$ cat src/rtl/cpps_pkg.sv
// Package with the types and constants of the controller port poll and status core.
package cpps_pkg;

    localparam int CHANNELS  = 4;
    localparam int LINE_BITS = 10;

    localparam int CMD_BITS   = 3;
    localparam int IVAL_BITS  = 10;
    localparam int BUDGET_BITS = 8;
    localparam int CFG_ADDR_BITS = 3;
    localparam int CFG_DATA_BITS = 10;

    typedef enum logic [CMD_BITS-1:0] {
        CMD_LINE_TICK    = 3'd0,
        CMD_READ_PAD     = 3'd1,
        CMD_ACK_DONE     = 3'd2,
        CMD_TRANSFER     = 3'd3,
        CMD_CLEAR_ERRORS = 3'd4
    } cmd_t;

    typedef enum logic [CFG_ADDR_BITS-1:0] {
        REG_POLL_INTERVAL    = 3'd0,
        REG_POLLS_PER_FRAME  = 3'd1,
        REG_POLL_ENABLE      = 3'd2,
        REG_READY_IRQ_ENABLE = 3'd3,
        REG_DONE_IRQ_ENABLE  = 3'd4
    } reg_index_t;

    typedef struct packed {
        logic [CMD_BITS-1:0] command;
        logic [9:0]          line;
        logic [3:0]          device_answers;
        logic [1:0]          channel;
        logic                device_present;
        logic [3:0]          clear_mask;
    } item_t;

    typedef struct packed {
        logic [3:0] polled_channels;
        logic       irq_line;
        logic       com_error;
        logic [3:0] no_response;
        logic       done_irq;
        logic       ready_irq;
        logic [3:0] ready_flags;
    } result_t;

endpackage

$ cat src/rtl/controller_port_poll_and_status.sv
// Path: an accepted beat is held in the input register and processed, and its result is
// registered in the result register, which drives the output; these are separate stages.
// Throughput: one beat per cycle unless the output stalls; the whole status update is
// one pass of compare and flag logic.
// Reset: asynchronous and active low; both stages empty, all status and schedule state
// cleared with a first poll due, poll_enable set to all channels and other registers zero.
module controller_port_poll_and_status (
    input  logic                               clk,
    input  logic                               rst_n,
    input  logic                               cfg_wr_en,
    input  logic [cpps_pkg::CFG_ADDR_BITS-1:0] cfg_addr,
    input  logic [cpps_pkg::CFG_DATA_BITS-1:0] cfg_wdata,
    input  logic                               s_tvalid,
    output logic                               s_tready,
    // Fields from bit 0: line[9:0], device_answers[13:10], channel[15:14],
    // device_present[16], clear_mask[20:17], zero fill[23:21].
    input  logic [23:0]                        s_tdata,
    // Fields from bit 0: command[2:0].
    input  logic [2:0]                         s_tuser,
    output logic                               m_tvalid,
    input  logic                               m_tready,
    // Fields from bit 0: ready_flags[3:0], ready_irq[4], done_irq[5], no_response[9:6],
    // com_error[10], irq_line[11], polled_channels[15:12].
    output logic [15:0]                        m_tdata
);
    import cpps_pkg::*;

    logic [IVAL_BITS-1:0]   poll_interval_reg;
    logic [BUDGET_BITS-1:0] polls_per_frame_reg;
    logic [CHANNELS-1:0]    poll_enable_reg;
    logic                   ready_irq_enable_reg;
    logic                   done_irq_enable_reg;

    logic [LINE_BITS-1:0]   previous_line_reg, previous_line_next;
    logic [LINE_BITS-1:0]   poll_base_line_reg, poll_base_line_next;
    logic [BUDGET_BITS-1:0] polls_done_reg, polls_done_next;
    logic                   first_poll_due_reg, first_poll_due_next;
    logic [CHANNELS-1:0]    ready_bits_reg, ready_bits_next;
    logic                   ready_latch_reg, ready_latch_next;
    logic                   done_latch_reg, done_latch_next;
    logic [CHANNELS-1:0]    error_bits_reg, error_bits_next;
    logic                   error_summary_reg, error_summary_next;
    logic                   irq_level_reg, irq_level_next;

    item_t                  item_reg;
    logic                   item_valid_reg;
    result_t                result_reg, result_next;
    logic                   result_valid_reg;

    logic                   out_free;
    logic                   advance;
    logic [LINE_BITS-1:0]   line_v;
    logic [LINE_BITS-1:0]   line_gap;
    logic [CHANNELS-1:0]    chan_bit;
    logic [CHANNELS-1:0]    polled;
    logic [CHANNELS-1:0]    answered;
    logic                   poll_now;

    assign out_free = !result_valid_reg || m_tready;
    assign advance  = item_valid_reg && out_free;
    assign s_tready = !item_valid_reg || out_free;
    assign m_tvalid = result_valid_reg;
    assign m_tdata  = result_reg;

    always_ff @(posedge clk or negedge rst_n)
    begin
        if (!rst_n)
        begin
            poll_interval_reg    <= '0;
            polls_per_frame_reg  <= '0;
            poll_enable_reg      <= '1;
            ready_irq_enable_reg <= 1'b0;
            done_irq_enable_reg  <= 1'b0;
        end
        else if (cfg_wr_en)
        begin
            unique case (cfg_addr)
                REG_POLL_INTERVAL:    poll_interval_reg    <= cfg_wdata[IVAL_BITS-1:0];
                REG_POLLS_PER_FRAME:  polls_per_frame_reg  <= cfg_wdata[BUDGET_BITS-1:0];
                REG_POLL_ENABLE:      poll_enable_reg      <= cfg_wdata[CHANNELS-1:0];
                REG_READY_IRQ_ENABLE: ready_irq_enable_reg <= cfg_wdata[0];
                REG_DONE_IRQ_ENABLE:  done_irq_enable_reg  <= cfg_wdata[0];
                default:              ;
            endcase
        end
    end

    always_ff @(posedge clk or negedge rst_n)
    begin
        if (!rst_n)
        begin
            item_valid_reg   <= 1'b0;
            result_valid_reg <= 1'b0;
        end
        else
        begin
            if (s_tready)
            begin
                item_valid_reg <= s_tvalid;
            end
            if (out_free)
            begin
                result_valid_reg <= item_valid_reg;
            end
        end
    end

    always_ff @(posedge clk)
    begin
        if (s_tvalid && s_tready)
        begin
            item_reg.command        <= s_tuser;
            item_reg.line           <= s_tdata[9:0];
            item_reg.device_answers <= s_tdata[13:10];
            item_reg.channel        <= s_tdata[15:14];
            item_reg.device_present <= s_tdata[16];
            item_reg.clear_mask     <= s_tdata[20:17];
        end
        if (advance)
        begin
            result_reg <= result_next;
        end
    end

    always_ff @(posedge clk or negedge rst_n)
    begin
        if (!rst_n)
        begin
            previous_line_reg  <= '0;
            poll_base_line_reg <= '0;
            polls_done_reg     <= '0;
            first_poll_due_reg <= 1'b1;
            ready_bits_reg     <= '0;
            ready_latch_reg    <= 1'b0;
            done_latch_reg     <= 1'b0;
            error_bits_reg     <= '0;
            error_summary_reg  <= 1'b0;
            irq_level_reg      <= 1'b0;
        end
        else if (advance)
        begin
            previous_line_reg  <= previous_line_next;
            poll_base_line_reg <= poll_base_line_next;
            polls_done_reg     <= polls_done_next;
            first_poll_due_reg <= first_poll_due_next;
            ready_bits_reg     <= ready_bits_next;
            ready_latch_reg    <= ready_latch_next;
            done_latch_reg     <= done_latch_next;
            error_bits_reg     <= error_bits_next;
            error_summary_reg  <= error_summary_next;
            irq_level_reg      <= irq_level_next;
        end
    end

    always_comb
    begin
        line_v   = LINE_BITS'(item_reg.line);
        line_gap = line_v - poll_base_line_reg;
        chan_bit = CHANNELS'(1) << item_reg.channel;
        polled   = '0;
        answered = poll_enable_reg & CHANNELS'(item_reg.device_answers);
        poll_now = 1'b0;

        previous_line_next  = previous_line_reg;
        poll_base_line_next = poll_base_line_reg;
        polls_done_next     = polls_done_reg;
        first_poll_due_next = first_poll_due_reg;
        ready_bits_next     = ready_bits_reg;
        ready_latch_next    = ready_latch_reg;
        done_latch_next     = done_latch_reg;
        error_bits_next     = error_bits_reg;
        error_summary_next  = error_summary_reg;
        irq_level_next      = irq_level_reg;

        unique case (item_reg.command)
            CMD_LINE_TICK:
            begin
                if (line_v < previous_line_reg)
                begin
                    polls_done_next     = '0;
                    first_poll_due_next = 1'b1;
                end
                previous_line_next = line_v;
                poll_now = (poll_interval_reg != '0) && (polls_per_frame_reg != '0)
                    && (polls_done_next < polls_per_frame_reg)
                    && (first_poll_due_next || (line_v < poll_base_line_reg)
                        || (IVAL_BITS'(line_gap) >= poll_interval_reg));
                if (poll_now)
                begin
                    first_poll_due_next = 1'b0;
                    poll_base_line_next = line_v;
                    polls_done_next     = polls_done_next + BUDGET_BITS'(1);
                    polled              = poll_enable_reg;
                    if (answered != '0)
                    begin
                        ready_bits_next  = ready_bits_reg | answered;
                        ready_latch_next = 1'b1;
                    end
                    if (ready_latch_next && ready_irq_enable_reg)
                    begin
                        irq_level_next = 1'b1;
                    end
                end
            end
            CMD_READ_PAD:
            begin
                ready_bits_next = ready_bits_reg & ~chan_bit;
                if (ready_bits_next == '0)
                begin
                    ready_latch_next = 1'b0;
                    if (!done_latch_reg)
                    begin
                        irq_level_next = 1'b0;
                    end
                end
            end
            CMD_ACK_DONE:
            begin
                done_latch_next = 1'b0;
                if (!ready_latch_reg)
                begin
                    irq_level_next = 1'b0;
                end
            end
            CMD_TRANSFER:
            begin
                error_summary_next = !item_reg.device_present;
                if (!item_reg.device_present)
                begin
                    error_bits_next = error_bits_reg | chan_bit;
                end
                done_latch_next = 1'b1;
                if (done_irq_enable_reg)
                begin
                    irq_level_next = 1'b1;
                end
            end
            CMD_CLEAR_ERRORS:
            begin
                error_bits_next = error_bits_reg & ~CHANNELS'(item_reg.clear_mask);
            end
            default:
            begin
            end
        endcase

        result_next.ready_flags     = 4'(ready_bits_next);
        result_next.ready_irq       = ready_latch_next;
        result_next.done_irq        = done_latch_next;
        result_next.no_response     = 4'(error_bits_next);
        result_next.com_error       = error_summary_next;
        result_next.irq_line        = irq_level_next;
        result_next.polled_channels = 4'(polled);
    end

    // The interrupt line is only ever high while one of the latches holds it.
    assert property (@(posedge clk) disable iff (!rst_n)
        irq_level_reg |-> (ready_latch_reg || done_latch_reg))
        else $error("interrupt line high with both latches clear");

    // Pending poll data always keeps the ready latch set.
    assert property (@(posedge clk) disable iff (!rst_n)
        (ready_bits_reg != '0) |-> ready_latch_reg)
        else $error("ready flags set without the ready latch");

    // A held beat in the input stage is neither lost nor changed while the output stalls.
    assert property (@(posedge clk) disable iff (!rst_n)
        (item_valid_reg && result_valid_reg && !m_tready)
            |=> (item_valid_reg && $stable(item_reg)))
        else $error("input stage changed while the result stage was blocked");

    // State moves only when a beat is processed.
    assert property (@(posedge clk) disable iff (!rst_n)
        !advance |=> ($stable(ready_bits_reg) && $stable(polls_done_reg)
            && $stable(irq_level_reg)))
        else $error("status changed without a processed beat");

endmodule

$ cat config.mk
export PLATFORM = sky130hd
export DESIGN_NAME = controller_port_poll_and_status
export DESIGN_NICKNAME = d
export VERILOG_FILES = /design/src/rtl/cpps_pkg.sv /design/src/rtl/controller_port_poll_and_status.sv
export SDC_FILE = /design/constraint.sdc
export NUM_CORES = 1
export LEC_CHECK = 0
export BUFFER_PORTS_ARGS = -buffer_cell sky130_fd_sc_hd__buf_2
export CAP_MARGIN = 20
export CORE_ASPECT_RATIO = 0.8
export CORE_MARGIN = 3
export CORE_UTILIZATION = 30
export CTS_BUF_LIST = sky130_fd_sc_hd__clkbuf_2
export DETAILED_ROUTE_END_ITERATION = 12
export PLACE_DENSITY = 0.46
export SLEW_MARGIN = 20
export SYNTH_ARGS = -nofsm -noshare
export SYNTH_HDL_FRONTEND = slang
export SYNTH_SLANG_ARGS = --single-unit
$ cat constraint.sdc
create_clock -name clk -period 11.75 [get_ports clk]
set_input_delay 1.175 -clock clk [delete_from_list [all_inputs] [get_ports clk]]
set_output_delay 1.175 -clock clk [all_outputs]
set_load 0.01 [all_outputs]
==> results.sh, run 1 <==
export IMPL_postSynthAreaPerCell_um2=11.1
export IMPL_clk_insertion_delay_late_ns=0.62
export IMPL_crit_required_ns=12.27
export IMPL_die_width_um=158
export IMPL_floorplan_initialDensity=0.312
export IMPL_vias=3780
export IMPL_p_leak_nw=2.71
export IMPL_drc_errors=0
export IMPL_synthesis_area_um2=5530
export IMPL_internal_power_mw=0.724
export IMPL_cts_max_level=3
export IMPL_highest_layer="met4"
export IMPL_fillCellCount=1772
export IMPL_crit_end="poll_base_line_reg[4]"
export IMPL_p_sw_mw=0.417
export IMPL_finClkSkew_ns=0.0377
export IMPL_cts_root_buf="clkbuf_2"
export IMPL_first_iter_violations=222
export IMPL_cp_startpoint="line_v[1]"
export IMPL_drtPass1Iterations=4
export IMPL_gp_congestion=0.854
export IMPL_endpoint_kind="register"
export IMPL_antenna_found_initial=0
export IMPL_io_pins=63
export IMPL_die_h_um=127
export IMPL_swShare=0.365
export IMPL_period_share=0.398
export IMPL_synth_edf_count=40
export IMPL_wl_met3_um=570
export IMPL_grt_overflow_total=0
export IMPL_grt_pass1_vias=3678
export IMPL_cts_resized=0
export IMPL_io_buffers=59
export IMPL_pwr_share_comb=0.379
export IMPL_worstPathCellList="ha_1 > nor2b_1 > o21ai_0 > a21boi_1 > o21ai_0 > a21oi_1 > or4_1 > nand3_1 > ha_1 > and4_1 > a221oi_1 > o211ai_1 > a31oi_1 > a311oi_2 > nand2_4 > mux2_4"
export IMPL_grt_use_total=0.126
export IMPL_r2r_start="line_v[1]"
export IMPL_drive_above_1_share=0.223
export IMPL_slew_viol_final=0
export IMPL_layout_common_cells="nand2_1 (62), dfrtp_1 (62), buf_2 (59), inv_1 (48), o21ai_0 (43)"
export IMPL_path_clk_slew_ns=0.27
export IMPL_r2r_cells=16
export IMPL_maxCapViolCount=0
export IMPL_hold_buffers=0
export IMPL_outcome="finished, final reports clean"
export IMPL_syn_num_nets=580
export IMPL_relSlewSlack=0.323
export IMPL_rows=43
export IMPL_slowest_stage="a311oi_2"
export IMPL_cts_sinks=107
export IMPL_path_max_fanout=15
export IMPL_powerDensity_nw_per_um2=184
export IMPL_wl_met2_um=5270
export IMPL_p_seq_frac=0.465
export IMPL_synth_async_reset_ratio=0.626
export IMPL_ff2ff_setup_slack_ns=7.07
export IMPL_max_freq_mhz=214
export IMPL_diodes=0
export IMPL_finalHoldViolCount=0
export IMPL_whs_ns=0.523
export IMPL_cts_buffer_depth=2
export IMPL_final_setup_tns_ns=0
export IMPL_grt_setup_unrepaired="false"
export IMPL_crit_path_start_kind="register"
export IMPL_grt_pass1_wl_um=19700
export IMPL_vdd_drop_max_mv=0.0844
export IMPL_dp_hpwl_um=9230
export IMPL_hold_path_class="reg2reg"
export IMPL_ys_types=63
export IMPL_cts_tree="done"
export IMPL_synth_cells=498
export IMPL_synth_ff_type="dfrtp_1"
export IMPL_postCtsSetupBuffers=0
export IMPL_avgRoutedWirePerCell_um=15.3
export IMPL_viasPerCell=4.78
export IMPL_wirelength_um=12100
export IMPL_synthToLayoutAreaGrowth_pct=12.0
export IMPL_fin_crit_ns=4.68
export IMPL_wl_met1_um=6100
export IMPL_ys_warn_count=0
export IMPL_grt_max_degree=68
export IMPL_path_class="reg2reg"
export IMPL_synth_yosys_seq_area_share=0.522
export IMPL_ys_seq_elements=107
export IMPL_largest_register_ffs=16
export IMPL_cp_arrival_ns=5.20
export IMPL_numCtsBuffers=9
export IMPL_tightestPinTransition_ns=1.02
export IMPL_clockPowerShare=0.157
export IMPL_antenna_left=0
export IMPL_max_stage_delay_ns=0.88
export IMPL_core_area_um2=17700
export IMPL_setup_viol=0
export IMPL_die_area_um2=20100
export IMPL_rr_endpoint="poll_base_line_reg[4]"
export IMPL_num_nets_final=642
-- final cells by class --
type                       count  area (um^2)  area share
multi-input combinational    332         2410       0.389
sequential                   107         2880       0.466
inverter                      48          180      0.0291
tap                          225          282      0.0455
clock inverter                 7         75.1      0.0121
clock buffer                   9         45.0     0.00728
timing repair buffer          62          318      0.0513
-- metal layers --
layer	vias up	track usage
li1	1891	-
met1	1812	0.188
met2	64	0.180
met3	13	0.0328
met4	0	0.0327
met5	-	0
-- worst max-delay path, delay by kind of cell, from the launching register on --
| family | cells | cell delay [ns] |
|---|---|---|
| and+or+nand+nor | 5 | 1.32 |
| adders and majority gates | 2 | 0.45 |
| DFF | 1 | 0.55 |
| muxes | 1 | 0.39 |
| AOI/OAI and AO/OA | 8 | 1.86 |
-- per-stage QoR --
step	instances	cell area, um^2	total power [mW]	util	worst slack, ns
6_report	790	6190	1.14	0.350	7.07
5_1_grt	790	6190	1.24	0.350	6.63
4_1_cts	790	6190	1.16	0.350	7.05
3_5_place_dp	774	6070	0.972	0.343	7.09
3_3_place_gp	774	6070	0.957	0.343	7.16
2_1_floorplan	498	5530	0.856	-	7.87
-- power by group through the flow --
stage	sequential [mW]	clock, mW	combinational, mW
final	0.530	0.179	0.432
after global routing	0.542	0.205	0.495
after CTS	0.530	0.189	0.437
after global placement	0.536	0	0.421
after detailed placement	0.539	0	0.434
after floorplan	0.528	0	0.328
-- cells in the mapped netlist, types with 2 or more instances --
cell type / n / area, um^2
dfrtp_1: 62 / 1550
nand2_1: 62 / 233
inv_1: 48 / 180
o21ai_0: 43 / 215
edfxtp_1: 40 / 1200
ha_1: 36 / 450
mux2_2: 24 / 270
nor2_1: 15 / 56.3
a21oi_1: 13 / 65.1
nand2b_1: 12 / 75.1
xor2_1: 11 / 96.3
nand3_1: 10 / 50.1
and2_1: 9 / 56.3
clkbuf_1: 8 / 30.0
nor2b_1: 7 / 43.8
and3_1: 6 / 37.5
nand4_1: 6 / 37.5
a21o_1: 5 / 37.5
dfstp_2: 5 / 131
mux2_4: 5 / 75.1
nor3_1: 5 / 25.0
o21ai_1: 5 / 25.0
o31ai_1: 5 / 37.5
and4_1: 4 / 35.0
nor4_1: 4 / 25.0
o211ai_1: 3 / 22.5
xnor2_1: 3 / 26.3
a221oi_1: 2 / 17.5
a22o_1: 2 / 17.5
a31oi_1: 2 / 12.5
buf_6: 2 / 22.5
nor3_2: 2 / 20.0
or4_1: 2 / 15.0
-- how the worst min path moves through the flow --
stage	start	to	slack, ns	cells after the start
detailed placement	error_bits_reg[3]	error_bits_reg[3]	0.47	2
global route	error_bits_reg[1]	error_bits_reg[1]	0.55	2
finish	error_bits_reg[3]	error_bits_reg[3]	0.52	2
CTS	error_bits_reg[3]	error_bits_reg[3]	0.53	2
global placement	error_bits_reg[0]	error_bits_reg[0]	0.46	2
floorplan	error_bits_reg[2]	error_bits_reg[2]	0.45	2
-- cell families after synthesis --
kind of cell,count (synthesis),synth area share
buffers and inverters,59,0.0428
and+or+nand+nor,151,0.141
xor gates and xnor gates,14,0.0222
AOI/OAI and AO/OA,100,0.123
adders and majority gates,37,0.0851
muxes,30,0.0643
DFF,107,0.522
No activity file was read; power rests on OpenSTA's default activity.
==> inputs of run 2 (changes only) <==
==> constraint.sdc (replaced) <==
create_clock -name clk -period 4.5 [get_ports clk]
set_input_delay 0.45 -clock clk [delete_from_list [all_inputs] [get_ports clk]]
set_output_delay 0.45 -clock clk [all_outputs]
set_load 0.01 [all_outputs]
==> run 2 against run 1 <==
Fmax rose by 11%. First-iteration DRC count increased by 5.4%. Non-clock buffer count up 42. Critical endpoint is now poll_base_line_reg[9].
==> results.sh, run 2 (synthesis gave the netlist of run 1 again) <==
export IMPL_drc_errors=0
export IMPL_ff2ff_setup_slack_ns=0.29
export IMPL_relSlewSlack=0.410
export IMPL_outcome="finished, final reports clean"
export IMPL_min_to="poll_interval_reg[0]"
export IMPL_diodes=0
export IMPL_cts_max_level=3
export IMPL_r2r_start="poll_base_line_reg[1]"
export IMPL_slew_viol_final=0
export IMPL_path_clk_slew_ns=0.31
export IMPL_grt_max_degree=43
export IMPL_io_pins=63
export IMPL_fin_ws_ns=0.291
export IMPL_grt_pass1_vias=3964
export IMPL_viasPerCell=4.80
export IMPL_antenna_found_initial=0
export IMPL_postCtsSetupBuffers=0
export IMPL_core_area_um2=17700
export IMPL_drtPass1Iterations=4
export IMPL_avgRoutedWirePerCell_um=14.9
export IMPL_num_nets_final=684
export IMPL_holdPathStages=2
export IMPL_max_freq_mhz=238
export IMPL_p_leak_nw=2.89
export IMPL_rows=43
export IMPL_dp_hpwl_um=9500
export IMPL_die_area_um2=20100
export IMPL_postPlaceCellArea_um2=6120
export IMPL_numCtsBuffers=9
export IMPL_cp_arrival_ns=4.73
export IMPL_rr_endpoint="poll_base_line_reg[9]"
export IMPL_hold_start="cfg_wdata[0]"
export IMPL_whs_ns=0.144
export IMPL_clk_insertion_delay_late_ns=0.63
export IMPL_floorplan_initialDensity=0.312
export IMPL_crit_required_ns=5.02
export IMPL_period_share=0.935
export IMPL_die_width_um=158
export IMPL_r2r_cells=18
export IMPL_tightestPinTransition_ns=0.882
export IMPL_gp_congestion=0.842
export IMPL_final_setup_tns_ns=0
export IMPL_cts_sinks=107
export IMPL_fin_crit_ns=4.21
export IMPL_first_iter_violations=234
export IMPL_crit_path_start_kind="register"
export IMPL_layout_common_cells="nand2_1 (62), dfrtp_1 (62), buf_2 (58), inv_1 (48), o21ai_0 (42)"
export IMPL_cts_root_buf="clkbuf_2"
export IMPL_setup_viol=0
export IMPL_grt_pass1_wl_um=20300
export IMPL_endpoint_kind="register"
export IMPL_antenna_left=0
export IMPL_grt_overflow_total=0
export IMPL_hold_path_class="in2reg"
export IMPL_powerDensity_nw_per_um2=452
export IMPL_cts_tree="done"
export IMPL_dp_slack_ns=0.249
export IMPL_die_h_um=127
export IMPL_path_max_fanout=15
export IMPL_vdd_drop_max_mv=0.169
export IMPL_cts_buffer_depth=2
export IMPL_synthToLayoutAreaGrowth_pct=19.5
export IMPL_vias=3997
export IMPL_finalHoldViolCount=0
export IMPL_grt_setup_unrepaired="false"
export IMPL_largest_register_ffs=16
export IMPL_grt_use_total=0.130
export IMPL_maxCapViolCount=0
export IMPL_fin_area_um2=6610
export IMPL_drive_above_1_share=0.221
export IMPL_finClkSkew_ns=0.0486
export IMPL_path_class="reg2reg"
export IMPL_wirelength_um=12400
export IMPL_io_buffers=59
-- run 2: how the worst max path moves through the flow --
stage	start	to	slack, ns	cells past startpoint
after floorplan	line_v[1]	m_tdata[12]	0.62	17
after global placement	line_v[0]	poll_base_line_reg[1]	0.34	19
after detailed placement	line_v[0]	poll_base_line_reg[2]	0.25	19
after CTS	line_v[0]	poll_base_line_reg[9]	0.19	19
after global routing	line_v[0]	poll_base_line_reg[9]	0.03	19
final	poll_base_line_reg[1]	poll_base_line_reg[9]	0.29	18
-- run 2: cell type report --
cell class              instances  area (um^2)
clock buffers                  11         55.1
clock inverters                 5         37.5
well taps                     225          282
flip-flops and latches        107         2880
inverters                      48          180
multi-input cells             332         2430
repair buffers                104          741
fillers                      1763        11100
-- run 2: where the power goes --
group          internal [mW]  total, mW  switching [mW]
clock network         0.0803      0.410           0.330
logic                  0.550       1.19           0.640
registers               1.25       1.38           0.137
total                   1.88       2.99            1.11
-- run 2: timing repair --
item / 4_1_cts / 5_1_grt
hold buffers: 37 / 0
gates resized for setup: 0 / 4
endpoints found under the hold margin: 81 / 0
setup endpoints to repair: 0 / 25
-- run 2: metal layers --
layer | GRT usage | part of all wire | vias up
met5 | 0 | 0 | -
li1 | - | - | 1972
met3 | 0.0417 | 0.048 | 9
met4 | 0.0306 | 0.012 | 0
met2 | 0.189 | 0.43 | 85
met1 | 0.187 | 0.51 | 1931
-- run 2: metrics by stage --
stage / utilization / power (mW) / std cells
global route: 0.373 / 3.24 / 832
global placement: 0.346 / 2.52 / 779
CTS: 0.372 / 3.00 / 832
floorplan: - / 2.24 / 498
finish: 0.373 / 2.99 / 832
detailed placement: 0.346 / 2.55 / 779
-- run 2: worst max-delay path: stages, from the launching register on --
cell	delay (ns)
dfrtp_1	0.45
inv_1	0.11
ha_1	0.23
nor2b_1	0.12
o21ai_0	0.24
a21boi_1	0.14
o21ai_1	0.17
a21oi_1	0.13
or4_1	0.51
nand3_1	0.11
ha_1	0.24
and4_1	0.20
a221oi_1	0.30
o211ai_1	0.16
a31oi_2	0.23
a311oi_4	0.19
nand2_4	0.11
buf_12	0.15
mux2_2	0.34
==> inputs of run 3 (changes only) <==
--- a/config.mk
+++ b/config.mk
@@ -5,14 +5,17 @@
 export SDC_FILE = /design/constraint.sdc
 export NUM_CORES = 1
 export LEC_CHECK = 0
+export ABC_AREA = 1
 export BUFFER_PORTS_ARGS = -buffer_cell sky130_fd_sc_hd__buf_2
 export CAP_MARGIN = 20
+export CELL_PAD_IN_SITES_DETAIL_PLACEMENT = 0
+export CELL_PAD_IN_SITES_GLOBAL_PLACEMENT = 2
 export CORE_ASPECT_RATIO = 0.8
 export CORE_MARGIN = 3
 export CORE_UTILIZATION = 30
 export CTS_BUF_LIST = sky130_fd_sc_hd__clkbuf_2
 export DETAILED_ROUTE_END_ITERATION = 12
-export PLACE_DENSITY = 0.46
+export PLACE_DENSITY = 0.68
 export SLEW_MARGIN = 20
 export SYNTH_ARGS = -nofsm -noshare
 export SYNTH_HDL_FRONTEND = slang
==> run 3 against run 2 <==
Worst setup slack gained 0.53 ns. Sequential power about the same. Global-route usage rose by 0.95 points. Flip-flop and latch count stayed put. Via count is 8.2% higher. Worst hold slack got worse by 0.080 ns. Routed wire length is 7.6% higher. Clock power grew 12%. Highest routed layer unchanged.
==> results.sh, run 3 <==
export IMPL_synth_top_cell_by_area="dfrtp_1"
export IMPL_core_area_um2=18200
export IMPL_synth_edf_count=40
export IMPL_antenna_found_initial=2
export IMPL_fin_area_um2=6600
export IMPL_drc_errors=0
export IMPL_fin_util=0.362
export IMPL_grt_max_degree=36
export IMPL_max_freq_mhz=272
export IMPL_relSlewSlack=0.436
export IMPL_io_buffers=59
export IMPL_synth_most_common_cell="nand2_1"
export IMPL_floorplan_initialDensity=0.307
export IMPL_endpoint_kind="register"
export IMPL_ys_seq_elements=107
export IMPL_die_width_um=159
export IMPL_num_nets_final=818
export IMPL_postPlaceCellArea_um2=6170
export IMPL_period_share=0.817
export IMPL_grt_overflow_total=0
export IMPL_synth_yosys_seq_area_share=0.515
export IMPL_cts_tree="done"
export IMPL_final_setup_tns_ns=0
export IMPL_synth_common_cells="nand2_1 (188), inv_1 (97), dfrtp_1 (62)"
export IMPL_yosys_area_top_type_share=0.277
export IMPL_clk_insertion_delay_late_ns=0.64
export IMPL_syn_num_nets=726
export IMPL_wirelength_um=13300
export IMPL_antenna_left=0
export IMPL_crit_required_ns=5.05
export IMPL_synthesis_area_um2=5600
export IMPL_final_cells=996
export IMPL_finClkSkew_ns=0.0396
export IMPL_cts_buffer_depth=2
export IMPL_setup_viol=0
export IMPL_path_clk_slew_ns=0.26
export IMPL_netlist_top_cells_area="dfrtp_1 (28%), edfxtp_1 (21%), nand2_1 (13%)"
export IMPL_die_area_um2=20400
export IMPL_grt_pass1_wl_um=22300
export IMPL_dp_hpwl_um=9810
export IMPL_largest_register_ffs=16
export IMPL_grt_setup_unrepaired="false"
export IMPL_grt_pass1_vias=4124
export IMPL_numCtsBuffers=9
export IMPL_gp_congestion=0.763
export IMPL_drive_above_1_share=0.135
export IMPL_cp_arrival_ns=4.23
export IMPL_slew_viol_final=0
export IMPL_cts_root_buf="clkbuf_2"
export IMPL_cts_max_level=3
export IMPL_vias=4326
export IMPL_io_pins=63
export IMPL_postCtsSetupBuffers=0
export IMPL_drtPass1Iterations=4
export IMPL_grt_use_total=0.139
export IMPL_avgRoutedWirePerCell_um=13.4
export IMPL_tightestPinTransition_ns=0.846
export IMPL_first_iter_violations=277
export IMPL_maxCapViolCount=0
export IMPL_crit_path_start_kind="register"
export IMPL_rows=44
export IMPL_ys_warn_count=0
export IMPL_path_max_fanout=13
export IMPL_die_h_um=128
export IMPL_layout_common_cells="nand2_1 (188), inv_1 (97), dfrtp_1 (62), buf_2 (59), o21ai_0 (47)"
export IMPL_powerDensity_nw_per_um2=493
export IMPL_ys_types=42
export IMPL_p_leak_nw=3.25
export IMPL_synth_ff_type="dfrtp_1"
export IMPL_fin_crit_ns=3.67
export IMPL_synthToLayoutAreaGrowth_pct=17.8
export IMPL_vdd_drop_max_mv=0.141
export IMPL_path_class="reg2reg"
export IMPL_synth_cells=644
export IMPL_hold_path_class="in2reg"
export IMPL_viasPerCell=4.34
export IMPL_synth_async_reset_ratio=0.626
export IMPL_postSynthAreaPerCell_um2=8.70
export IMPL_dp_cells=948
export IMPL_final_common_cell="nand2_1"
export IMPL_cts_sinks=107
export IMPL_finalHoldViolCount=0
export IMPL_outcome="finished, final reports clean"
-- run 3: what timing repair did --
item,in CTS,in global routing
resized for setup,0,0
hold endpoints to repair,59,0
hold buffers,29,0
-- run 3: logic make-up (layout without fill, tap and decap cells) --
| family | after synthesis | in the layout | synth area share |
|---|---|---|---|
| buffers and inverters | 113 | 210 | 0.0811 |
| xor gates and xnor gates | 13 | 13 | 0.0203 |
| other | 0 | 2 | 0 |
| adders and majority gates | 37 | 37 | 0.0840 |
| DFF | 107 | 107 | 0.515 |
| AOI/OAI and AO/OA | 82 | 82 | 0.0798 |
| and+or+nand+nor | 292 | 292 | 0.220 |
-- run 3: path summary, 6_finish.rpt --
path                                  startpoint  slack [ns]  depth (start not counted)               endpoint
max                                    line_v[3]        0.83                         20  poll_base_line_reg[0]
min                                 cfg_wdata[4]        0.06                          3   poll_interval_reg[4]
max reg2reg                            line_v[3]        0.83                         20  poll_base_line_reg[0]
min reg2reg                poll_base_line_reg[1]        0.51                          2  poll_base_line_reg[1]
max in group asynchronous                  rst_n        3.07                          3     poll_enable_reg[2]
min in group asynchronous                  rst_n        0.41                          2      error_bits_reg[3]
-- run 3: worst max-delay path, stage by stage, from the launching register on --
cell and delay [ns]:
edfxtp_1 0.55, ha_1 0.41, a21oi_1 0.23, o21ai_0 0.14, a21oi_1 0.21, nor2_1 0.06, nor2_1 0.11, xor2_1 0.17
inv_1 0.06, ha_1 0.26, nand2_1 0.07, nor2_1 0.15, o211ai_1 0.11, o2111ai_1 0.13, nor2_1 0.10, nor2_2 0.15
nand2_4 0.13, inv_4 0.18, nand2_2 0.20, nand2_1 0.14, o21ai_2 0.05
-- run 3: metal layers --
layer  GRT usage  wire [um]
met1       0.219       7380
met2       0.188       5120
met3      0.0342        715
met4      0.0340        127
met5           0          0
-- run 3: final cells by class --
class / instances / area [um^2]
fillers: 1875 / 11600
flip-flops and latches: 107 / 2880
multi-input cells: 424 / 2260
repair buffers: 94 / 638
inverters: 100 / 378
well taps: 253 / 317
clock buffers: 12 / 60.1
clock inverters: 4 / 51.3
diodes: 2 / 5.00
-- run 3: where the power goes --
part | internal [mW] | switching [mW]
combinational | 0.528 | 0.848
clock | 0.135 | 0.323
sequential | 1.28 | 0.138
total | 1.94 | 1.31
-- run 3: stage by stage --
| step | total power, mW | worst slack (ns) | hold slack, ns |
|---|---|---|---|
| detailed placement | 2.80 | 0.833 | 0.464 |
| finish | 3.25 | 0.826 | 0.0632 |
| floorplan | 2.43 | 1.51 | 0.154 |
| CTS | 3.29 | 0.789 | 0.0166 |
| global route | 3.60 | 0.398 | -0.00532 |
| global placement | 2.78 | 0.866 | 0.457 |
